### config.mk
export PLATFORM = sky130hd
export DESIGN_NAME = memory_test_pattern_gen_check_core
export DESIGN_NICKNAME = d
export VERILOG_FILES = /design/src/design/mtpg_pkg.sv /design/src/design/memory_test_pattern_gen_check_core.sv /design/src/design/mtpg_position.sv /design/src/design/mtpg_pattern.sv
export VERILOG_INCLUDE_DIRS = /design/src /design/src/design
export SDC_FILE = /design/constraint.sdc
export NUM_CORES = 1
export LEC_CHECK = 0
export BUFFER_PORTS_ARGS = -buffer_cell sky130_fd_sc_hd__buf_2
export CORE_MARGIN = 3
export CORE_UTILIZATION = 60
export DETAILED_ROUTE_END_ITERATION = 6
export HOLD_SLACK_MARGIN = 0.12
export PLACE_DENSITY = 0.78
export SYNTH_ARGS = -nofsm -noshare
export SYNTH_HDL_FRONTEND = slang
export SYNTH_SLANG_ARGS = --single-unit
### constraint.sdc
create_clock -name clock -period 16.56 [get_ports clock]
set_input_delay 3.312 -clock clock [delete_from_list [all_inputs] [get_ports clock]]
set_output_delay 3.312 -clock clock [all_outputs]
set_load 0.05 [all_outputs]
### src/design/memory_test_pattern_gen_check_core_defines.svh
// Assertion macros for the memory test pattern core.
// Depends on nothing; included by the core top level, which carries the assertions.
`ifndef MEMORY_TEST_PATTERN_GEN_CHECK_CORE_DEFINES_SVH
`define MEMORY_TEST_PATTERN_GEN_CHECK_CORE_DEFINES_SVH

`ifndef SYNTHESIS
// Antecedent true implies consequent in the same cycle.
`define MTPG_ASSERT_IMPLIES(label, clk, rst, ante, cons) \
   label: assert property (@(posedge clk) disable iff (rst) (ante) |-> (cons)) \
      else $error("same-cycle implication failed");
// Antecedent true implies consequent in the next cycle.
`define MTPG_ASSERT_NEXT(label, clk, rst, ante, cons) \
   label: assert property (@(posedge clk) disable iff (rst) (ante) |=> (cons)) \
      else $error("next-cycle implication failed");
`else
`define MTPG_ASSERT_IMPLIES(label, clk, rst, ante, cons)
`define MTPG_ASSERT_NEXT(label, clk, rst, ante, cons)
`endif

`endif

### src/design/mtpg_pkg.sv
// Shared types, constants and the pattern class table of the memory test core.
// Depends on nothing.
`default_nettype none

package mtpg_pkg;

   localparam int unsigned WORD_BITS   = 16;
   localparam int unsigned BLOCK_WORDS = 32;
   localparam int unsigned WALK_SPAN   = 16;
   localparam int unsigned INDEX_BITS  = $clog2(BLOCK_WORDS);
   localparam int unsigned WALK_BITS   = $clog2(WALK_SPAN);
   localparam int unsigned DONE_BITS   = 31;
   localparam int unsigned LEN_BITS    = 32;

   localparam logic [LEN_BITS-1:0] LEN_RESET = 32'd8388608;

   localparam logic [WORD_BITS-1:0] PAT_ONES  = 16'hFFFF;
   localparam logic [WORD_BITS-1:0] PAT_ZEROS = 16'h0000;
   localparam logic [WORD_BITS-1:0] PAT_AA    = 16'hAAAA;
   localparam logic [WORD_BITS-1:0] PAT_55    = 16'h5555;

   typedef enum logic [2:0] {
      KIND_ONES  = 3'd0,
      KIND_ZEROS = 3'd1,
      KIND_AA    = 3'd2,
      KIND_55    = 3'd3,
      KIND_WALK1 = 3'd4,
      KIND_WALK0 = 3'd5
   } kind_type;

   localparam kind_type KIND_TABLE [BLOCK_WORDS] = '{
      KIND_ONES,  KIND_ZEROS, KIND_WALK1, KIND_WALK0,
      KIND_WALK1, KIND_WALK0, KIND_ZEROS, KIND_55,
      KIND_ZEROS, KIND_ONES,  KIND_WALK1, KIND_WALK0,
      KIND_WALK1, KIND_WALK0, KIND_ONES,  KIND_55,
      KIND_AA,    KIND_ZEROS, KIND_WALK0, KIND_WALK1,
      KIND_WALK0, KIND_WALK1, KIND_ZEROS, KIND_AA,
      KIND_55,    KIND_ONES,  KIND_WALK0, KIND_WALK1,
      KIND_WALK0, KIND_WALK1, KIND_ONES,  KIND_AA
   };

   // Position of the current word within its pass.
   typedef struct packed {
      logic [INDEX_BITS-1:0] word_index;
      logic [WALK_BITS-1:0]  walk_bit;
      logic [DONE_BITS-1:0]  words_done;
      logic                  last;
   } pos_type;

   // One result word.
   typedef struct packed {
      logic [WORD_BITS-1:0] expected;
      logic [LEN_BITS-1:0]  byte_offset;
      logic                 mismatch;
      kind_type             kind;
      logic                 last;
   } rsp_type;

endpackage

`default_nettype wire

### src/design/memory_test_pattern_gen_check_core.sv
// Top level of the memory test pattern generator and checker.
// Depends on mtpg_pkg, mtpg_position, mtpg_pattern and the defines header.
//
//   channel  direction  handshake           word contents
//   req_     in         req_valid/stall     mode, read_word, restart
//   rsp_     out        rsp_valid/stall     expected_word, byte_offset,
//                                           mismatch, error_kind, pass_last
//   csr_     in         csr_valid/ready     test_length_bytes (wdata)
//
// One word per cycle sustained while rsp_stall stays low. A result is registered
// after the position and pattern logic, in the result register, or in the skid
// register while the result register is held. The two-entry output
// keeps req_stall registered: it rises only when both entries are full.
// Synchronous reset clears the position counters, both valid flags and
// loads test_length_bytes with 8388608. No clearing pass is needed.
`default_nettype none

`include "memory_test_pattern_gen_check_core_defines.svh"

module memory_test_pattern_gen_check_core (
   input  wire logic                           clock,
   input  wire logic                           reset,
   // request words
   input  wire logic                           req_valid,
   output logic                                req_stall,
   input  wire logic                           req_mode,
   input  wire logic [mtpg_pkg::WORD_BITS-1:0] req_read_word,
   input  wire logic                           req_restart,
   // result words
   output logic                                rsp_valid,
   input  wire logic                           rsp_stall,
   output logic [mtpg_pkg::WORD_BITS-1:0]      rsp_expected_word,
   output logic [mtpg_pkg::LEN_BITS-1:0]       rsp_byte_offset,
   output logic                                rsp_mismatch,
   output logic [2:0]                          rsp_error_kind,
   output logic                                rsp_pass_last,
   // configuration write
   input  wire logic                           csr_valid,
   output logic                                csr_ready,
   input  wire logic [mtpg_pkg::LEN_BITS-1:0]  csr_wdata
);
   import mtpg_pkg::*;

   // configuration
   logic [LEN_BITS-1:0] len_ff;
   logic [LEN_BITS-1:0] pass_words;

   // handshake
   logic accept;
   logic out_take;

   // two-entry output
   logic    out_valid_ff, out_valid_in;
   logic    skid_valid_ff, skid_valid_in;
   rsp_type out_ff, out_in;
   rsp_type skid_ff, skid_in;

   // datapath
   pos_type              pos;
   kind_type             kind;
   logic [WORD_BITS-1:0] expected;
   rsp_type              fresh;

   // Writes must only be issued while idle; the block does not enforce it and always takes them.
   assign csr_ready = 1'b1;

   always_ff @(posedge clock) begin
      if (reset) begin
         len_ff <= LEN_RESET;
      end else if (csr_valid && csr_ready) begin
         len_ff <= csr_wdata;
      end
   end

   // Drop the trailing odd byte; a pass is at least one word.
   always_comb begin
      pass_words = {1'b0, len_ff[LEN_BITS-1:1]};
      if (pass_words == '0) begin
         pass_words = LEN_BITS'(1);
      end
   end

   assign req_stall = skid_valid_ff;
   assign accept    = req_valid && !skid_valid_ff;
   assign out_take  = out_valid_ff && !rsp_stall;

   // Advance the position on every accepted word.
   mtpg_position u_position (
      .clock      (clock),
      .reset      (reset),
      .advance    (accept),
      .restart    (req_restart),
      .pass_words (pass_words),
      .pos        (pos)
   );

   mtpg_pattern u_pattern (
      .word_index (pos.word_index),
      .walk_bit   (pos.walk_bit),
      .kind       (kind),
      .expected   (expected)
   );

   // Build the result word; mismatch only counts in check mode.
   always_comb begin
      fresh.expected    = expected;
      fresh.byte_offset = {pos.words_done, 1'b0};
      fresh.mismatch    = req_mode && (req_read_word != expected);
      fresh.kind        = kind;
      fresh.last        = pos.last;
   end

   // Keep order: the skid entry always moves out before a fresh word.
   always_comb begin
      out_valid_in  = out_valid_ff;
      skid_valid_in = skid_valid_ff;
      out_in        = out_ff;
      skid_in       = skid_ff;
      if (!out_valid_ff || out_take) begin
         if (skid_valid_ff) begin
            out_in        = skid_ff;
            out_valid_in  = 1'b1;
            skid_valid_in = 1'b0;
         end else if (accept) begin
            out_in       = fresh;
            out_valid_in = 1'b1;
         end else begin
            out_valid_in = 1'b0;
         end
      end else if (accept) begin
         // result register is held: park the word in the skid entry
         skid_in       = fresh;
         skid_valid_in = 1'b1;
      end
   end

   always_ff @(posedge clock) begin
      if (reset) begin
         out_valid_ff  <= 1'b0;
         skid_valid_ff <= 1'b0;
      end else begin
         out_valid_ff  <= out_valid_in;
         skid_valid_ff <= skid_valid_in;
      end
   end

   always_ff @(posedge clock) begin
      out_ff  <= out_in;
      skid_ff <= skid_in;
   end

   assign rsp_valid         = out_valid_ff;
   assign rsp_expected_word = out_ff.expected;
   assign rsp_byte_offset   = out_ff.byte_offset;
   assign rsp_mismatch      = out_ff.mismatch;
   assign rsp_error_kind    = out_ff.kind;
   assign rsp_pass_last     = out_ff.last;

   // Skid entry is only filled behind a held result.
   `MTPG_ASSERT_IMPLIES(a_skid_behind_out, clock, reset, skid_valid_ff, out_valid_ff)
   // Offsets are whole words.
   `MTPG_ASSERT_IMPLIES(a_offset_even, clock, reset, rsp_valid, !rsp_byte_offset[0])
   // The zeros class always yields a zero word.
   `MTPG_ASSERT_IMPLIES(a_zeros_word, clock, reset,
      rsp_valid && (out_ff.kind == KIND_ZEROS), rsp_expected_word == PAT_ZEROS)
   // Accepting a last word wraps the position to the start of a pass.
   `MTPG_ASSERT_NEXT(a_wrap_on_last, clock, reset, accept && pos.last,
      !req_restart || (pos.words_done == '0))

endmodule

`default_nettype wire

### src/design/mtpg_position.sv
// Pass position tracker: word index in block, walking bit and words done.
// Depends on mtpg_pkg.
`default_nettype none

module mtpg_position (
   input  wire logic                          clock,
   input  wire logic                          reset,
   input  wire logic                          advance,
   input  wire logic                          restart,
   input  wire logic [mtpg_pkg::LEN_BITS-1:0] pass_words,
   output mtpg_pkg::pos_type                  pos
);
   import mtpg_pkg::*;

   logic [INDEX_BITS-1:0] word_index_ff, word_index_in;
   logic [WALK_BITS-1:0]  walk_bit_ff,   walk_bit_in;
   logic [DONE_BITS-1:0]  words_done_ff, words_done_in;

   logic [INDEX_BITS-1:0] cur_index;
   logic [WALK_BITS-1:0]  cur_walk;
   logic [DONE_BITS-1:0]  cur_done;
   logic [LEN_BITS-1:0]   done_plus;
   logic                  last;

   always_comb begin
      // clear the counters ahead of the word on restart
      cur_index = restart ? '0 : word_index_ff;
      cur_walk  = restart ? '0 : walk_bit_ff;
      cur_done  = restart ? '0 : words_done_ff;
      done_plus = {1'b0, cur_done} + LEN_BITS'(1);
      last      = (done_plus >= pass_words);

      word_index_in = word_index_ff;
      walk_bit_in   = walk_bit_ff;
      words_done_in = words_done_ff;
      if (advance) begin
         if (last) begin
            word_index_in = '0;
            walk_bit_in   = '0;
            words_done_in = '0;
         end else begin
            word_index_in = cur_index + INDEX_BITS'(1);
            walk_bit_in   = (cur_index == INDEX_BITS'(BLOCK_WORDS - 1)) ?
                            cur_walk + WALK_BITS'(1) : cur_walk;
            words_done_in = done_plus[DONE_BITS-1:0];
         end
      end

      pos.word_index = cur_index;
      pos.walk_bit   = cur_walk;
      pos.words_done = cur_done;
      pos.last       = last;
   end

   always_ff @(posedge clock) begin
      if (reset) begin
         word_index_ff <= '0;
         walk_bit_ff   <= '0;
         words_done_ff <= '0;
      end else begin
         word_index_ff <= word_index_in;
         walk_bit_ff   <= walk_bit_in;
         words_done_ff <= words_done_in;
      end
   end

endmodule

`default_nettype wire

### src/design/mtpg_pattern.sv
// Pattern lookup: class from the block table, then the pattern word.
// Depends on mtpg_pkg.
`default_nettype none

module mtpg_pattern (
   input  wire logic [mtpg_pkg::INDEX_BITS-1:0] word_index,
   input  wire logic [mtpg_pkg::WALK_BITS-1:0]  walk_bit,
   output mtpg_pkg::kind_type                   kind,
   output logic [mtpg_pkg::WORD_BITS-1:0]       expected
);
   import mtpg_pkg::*;

   logic [WORD_BITS-1:0] one_hot;

   always_comb begin
      kind    = KIND_TABLE[word_index];
      one_hot = WORD_BITS'(1) << walk_bit;
      case (kind)
         KIND_ONES:  expected = PAT_ONES;
         KIND_ZEROS: expected = PAT_ZEROS;
         KIND_AA:    expected = PAT_AA;
         KIND_55:    expected = PAT_55;
         KIND_WALK1: expected = one_hot;
         default:    expected = ~one_hot;
      endcase
   end

endmodule

`default_nettype wire

==> flow_summary.ini <==
[logic_synthesis]
synth_mux_area_share_pct = 8.19
synthArstFlopShare_pct = 0
synth_compound_area_share_pct = 10.7
syn-instance-count = 785
synth_top_cell_by_area = edfxtp_1
synth_seq_cells = 177
yosysSeqAreaShare_pct = 52.1
synth_fa_ha_area_share_pct = 6.11
synth.avg_cell_area_sq_um = 11.2
synthSimpleGateAreaFrac_pct = 13.6
yosys_warnings = 0
synthesis.area_sq_um = 8800
yosys.cell_types.count = 62
synth_nets = 883
synthTopCellsByArea = edfxtp_1 (35%), dfxtp_1 (17%), ha_1 (6.1%), a22o_1 (4.5%), mux2_2 (4.3%)
synth_top_area_share_pct = 35.5
synthXorXnorAreaFrac_pct = 4.66
synth_top_family_by_area = simple AND/OR/NAND/NOR gates
synthFlopType = edfxtp_1
synth_edf_count = 104

[job]
maxCapViolations = 0

[place]
dpl.hpwl_microns = 13000
place_congestion = 0.900
place_inst = 1041
numPortBuffers = 107
pre_cts_slack_ps = 7990
post_dp_cell_area_sq_um = 9460

[critical_path]
required_ps = 16870
path_class = in -> reg
cp_max_fo = 57
critical_path.cell_chain = buf_2, buf_4, nand2b_1, inv_1, ha_1, and3_2, and4_4, nand2_1, or3_1, nor3_4, nand3_1, xor2_1, nor2_1, ha_1, a21o_1, a21oi_1, o21bai_1, o2111ai_1, or4_1, a21oi_1, or2_1, nor4_1, a211o_1
slowest_delay_ps = 610
path_buf_inv = 3
worst_setup_path_start_kind = input port
critPathArrivalTime_ps = 8480
critPathTopFamily = simple AND/OR/NAND/NOR gates
end_kind = flop
slowest_stage = or4_1

[cells_and_area]
drive_above_1_share_pct = 22.5
fin_nets = 978
syn2layout_area_growth_pct = 14.6
stdcell_area_sq_um = 10100
layoutNonFillerInstCount = 1073
antenna_cells = 0

[hold_path]
hp-class = reg -> reg

[timing]
clock_skew_ps = 7.05
rsz0062_at_grt = no
finalSetupTns_ps = 0
tightest_slew_ps = 881
slew_headroom_pct = 41.3
finalHoldViolCount = 0
setup_viol = 0
fin_crit_sh_pct = 49.3
slew_viol_final = 0
setup_slack_ps = 8390
period_minus_slack_ps = 8170
max_freq_mhz = 122

[clock_tree]
ctsResizeCount = 0
cts_max_path_buffers = 2
htreeDepth = 4
numCtsBuffers = 17
cts_tree = done
ctsHoldBuffers = 0
clkLatencyLatePin_ps = 420
cts_sinks = 177
cts_setup_buffers = 0
clk_pin_slew_ps = 60
cts_root_buffer = clkbuf_16

[routing]
drc_errors = 0
vias = 6244
wirelength_microns = 18500
ant_nets = 0
drt_iter0_markers = 530
drt_pass1_iterations = 5
wl_per_cell_microns = 17.2
vias_per_cell = 5.82

[die]
die_h_microns = 127
chipWidth_microns = 127
io_pins = 111
die_area_sq_um = 16200
initial_utilization_pct = 62.5
core_sq_um = 14100
rows = 43

[grt]
grt_pass1_vias = 6213
grt_pass1_wl_microns = 30800
grt.met1_usage_pct = 31.3
grtUsageMet3_pct = 4.01
antenna_found_initial = 0
busiest_layer = met2
grt_max_degree = 58
gr-usage-met2_pct = 40.3
grt_overflow = 0
grt.total_usage_pct = 23.8

[pwr]
peakVddDrop_uv = 71.4
power_mw = 1.02
cellPowerDensity_nw_per_um2 = 101
leakage_nw = 4.24

[outcome]
outcome = completed
-- per-layer routing --
metal	part of all wire, %	vias up
li1	-	2997
met1	45	2999
met2	48	221
met3	5.2	27
met4	1.7	0
met5	0	-
-- worst paths after layout --
| check | from | slack (ps) | cells past startpoint | end |
|---|---|---|---|---|
| max | req_restart | 8390 | 23 | u_position.word_index_ff[3] |
| min | u_position.words_done_ff[29] | 480 | 1 | u_position.words_done_ff[29] |
| max reg2reg | u_position.words_done_ff[1] | 11390 | 20 | u_position.word_index_ff[3] |
| min reg2reg | u_position.words_done_ff[29] | 480 | 1 | u_position.words_done_ff[29] |
-- cell type report --
class / count / area (sq um)
Sequential cell: 177 / 4580
Fill cell: 992 / 4010
Multi-Input combinational cell: 512 / 3840
Timing Repair Buffer: 115 / 596
Clock buffer: 19 / 443
Tap cell: 180 / 225
Inverter: 57 / 214
Clock inverter: 13 / 183
-- cells in the mapped netlist (all sizes together) (19+ instances only) --
library cell	count
a22o	46
clkbuf	22
dfxtp	73
edfxtp	104
ha	43
inv	57
mux2	34
mux2i	33
nand2	53
nand2b	19
nor2	60
nor2b	29
o21ai	26
xnor2	35
-- registers in the layout (all words and copies together), names as in the netlist --
register,flops
len_ff,31
req_stall,1
rsp_byte_offset,31
rsp_error_kind,3
rsp_expected_word,16
rsp_mismatch,1
rsp_pass_last,1
rsp_valid,1
skid_ff,52
u_position.walk_bit_ff,4
u_position.word_index_ff,5
u_position.words_done_ff,31
-- layout by cell type (no fill, tap or decap), types with 29 or more instances in the layout --
master	instances
a22o_1	45
buf_2	107
dfxtp_1	73
edfxtp_1	104
ha_1	43
inv_1	54
mux2_2	34
mux2i_1	31
nand2_1	53
nor2_1	59
nor2b_1	29
xnor2_1	34
-- stage by stage --
step                      hold WS, ps  util, %
after floorplan                   441        -
after global placement            454     67.1
after detailed placement          464     67.1
after CTS                         479     71.6
after global routing              489     71.6
final                             484     71.6
-- report_power, final --
part,internal (mW),total [mW],switching (mW)
Sequential,0.483,0.490,0.00730
Clock,0.257,0.424,0.167
Combinational,0.0323,0.101,0.0685
-- kinds of logic (layout without fill, tap and decap cells) --
kind of cell	count (synthesis)	count (layout)
other	2	2
buffers and inverters	96	204
adder cells (fa/ha/maj)	43	43
flip-flops	177	177
AND/OR/NAND/NOR	232	232
XOR/XNOR	46	46
AO/OA/AOI/OAI	122	122
multiplexers	67	67
Note: power is estimated with default switching activity, not from simulation.
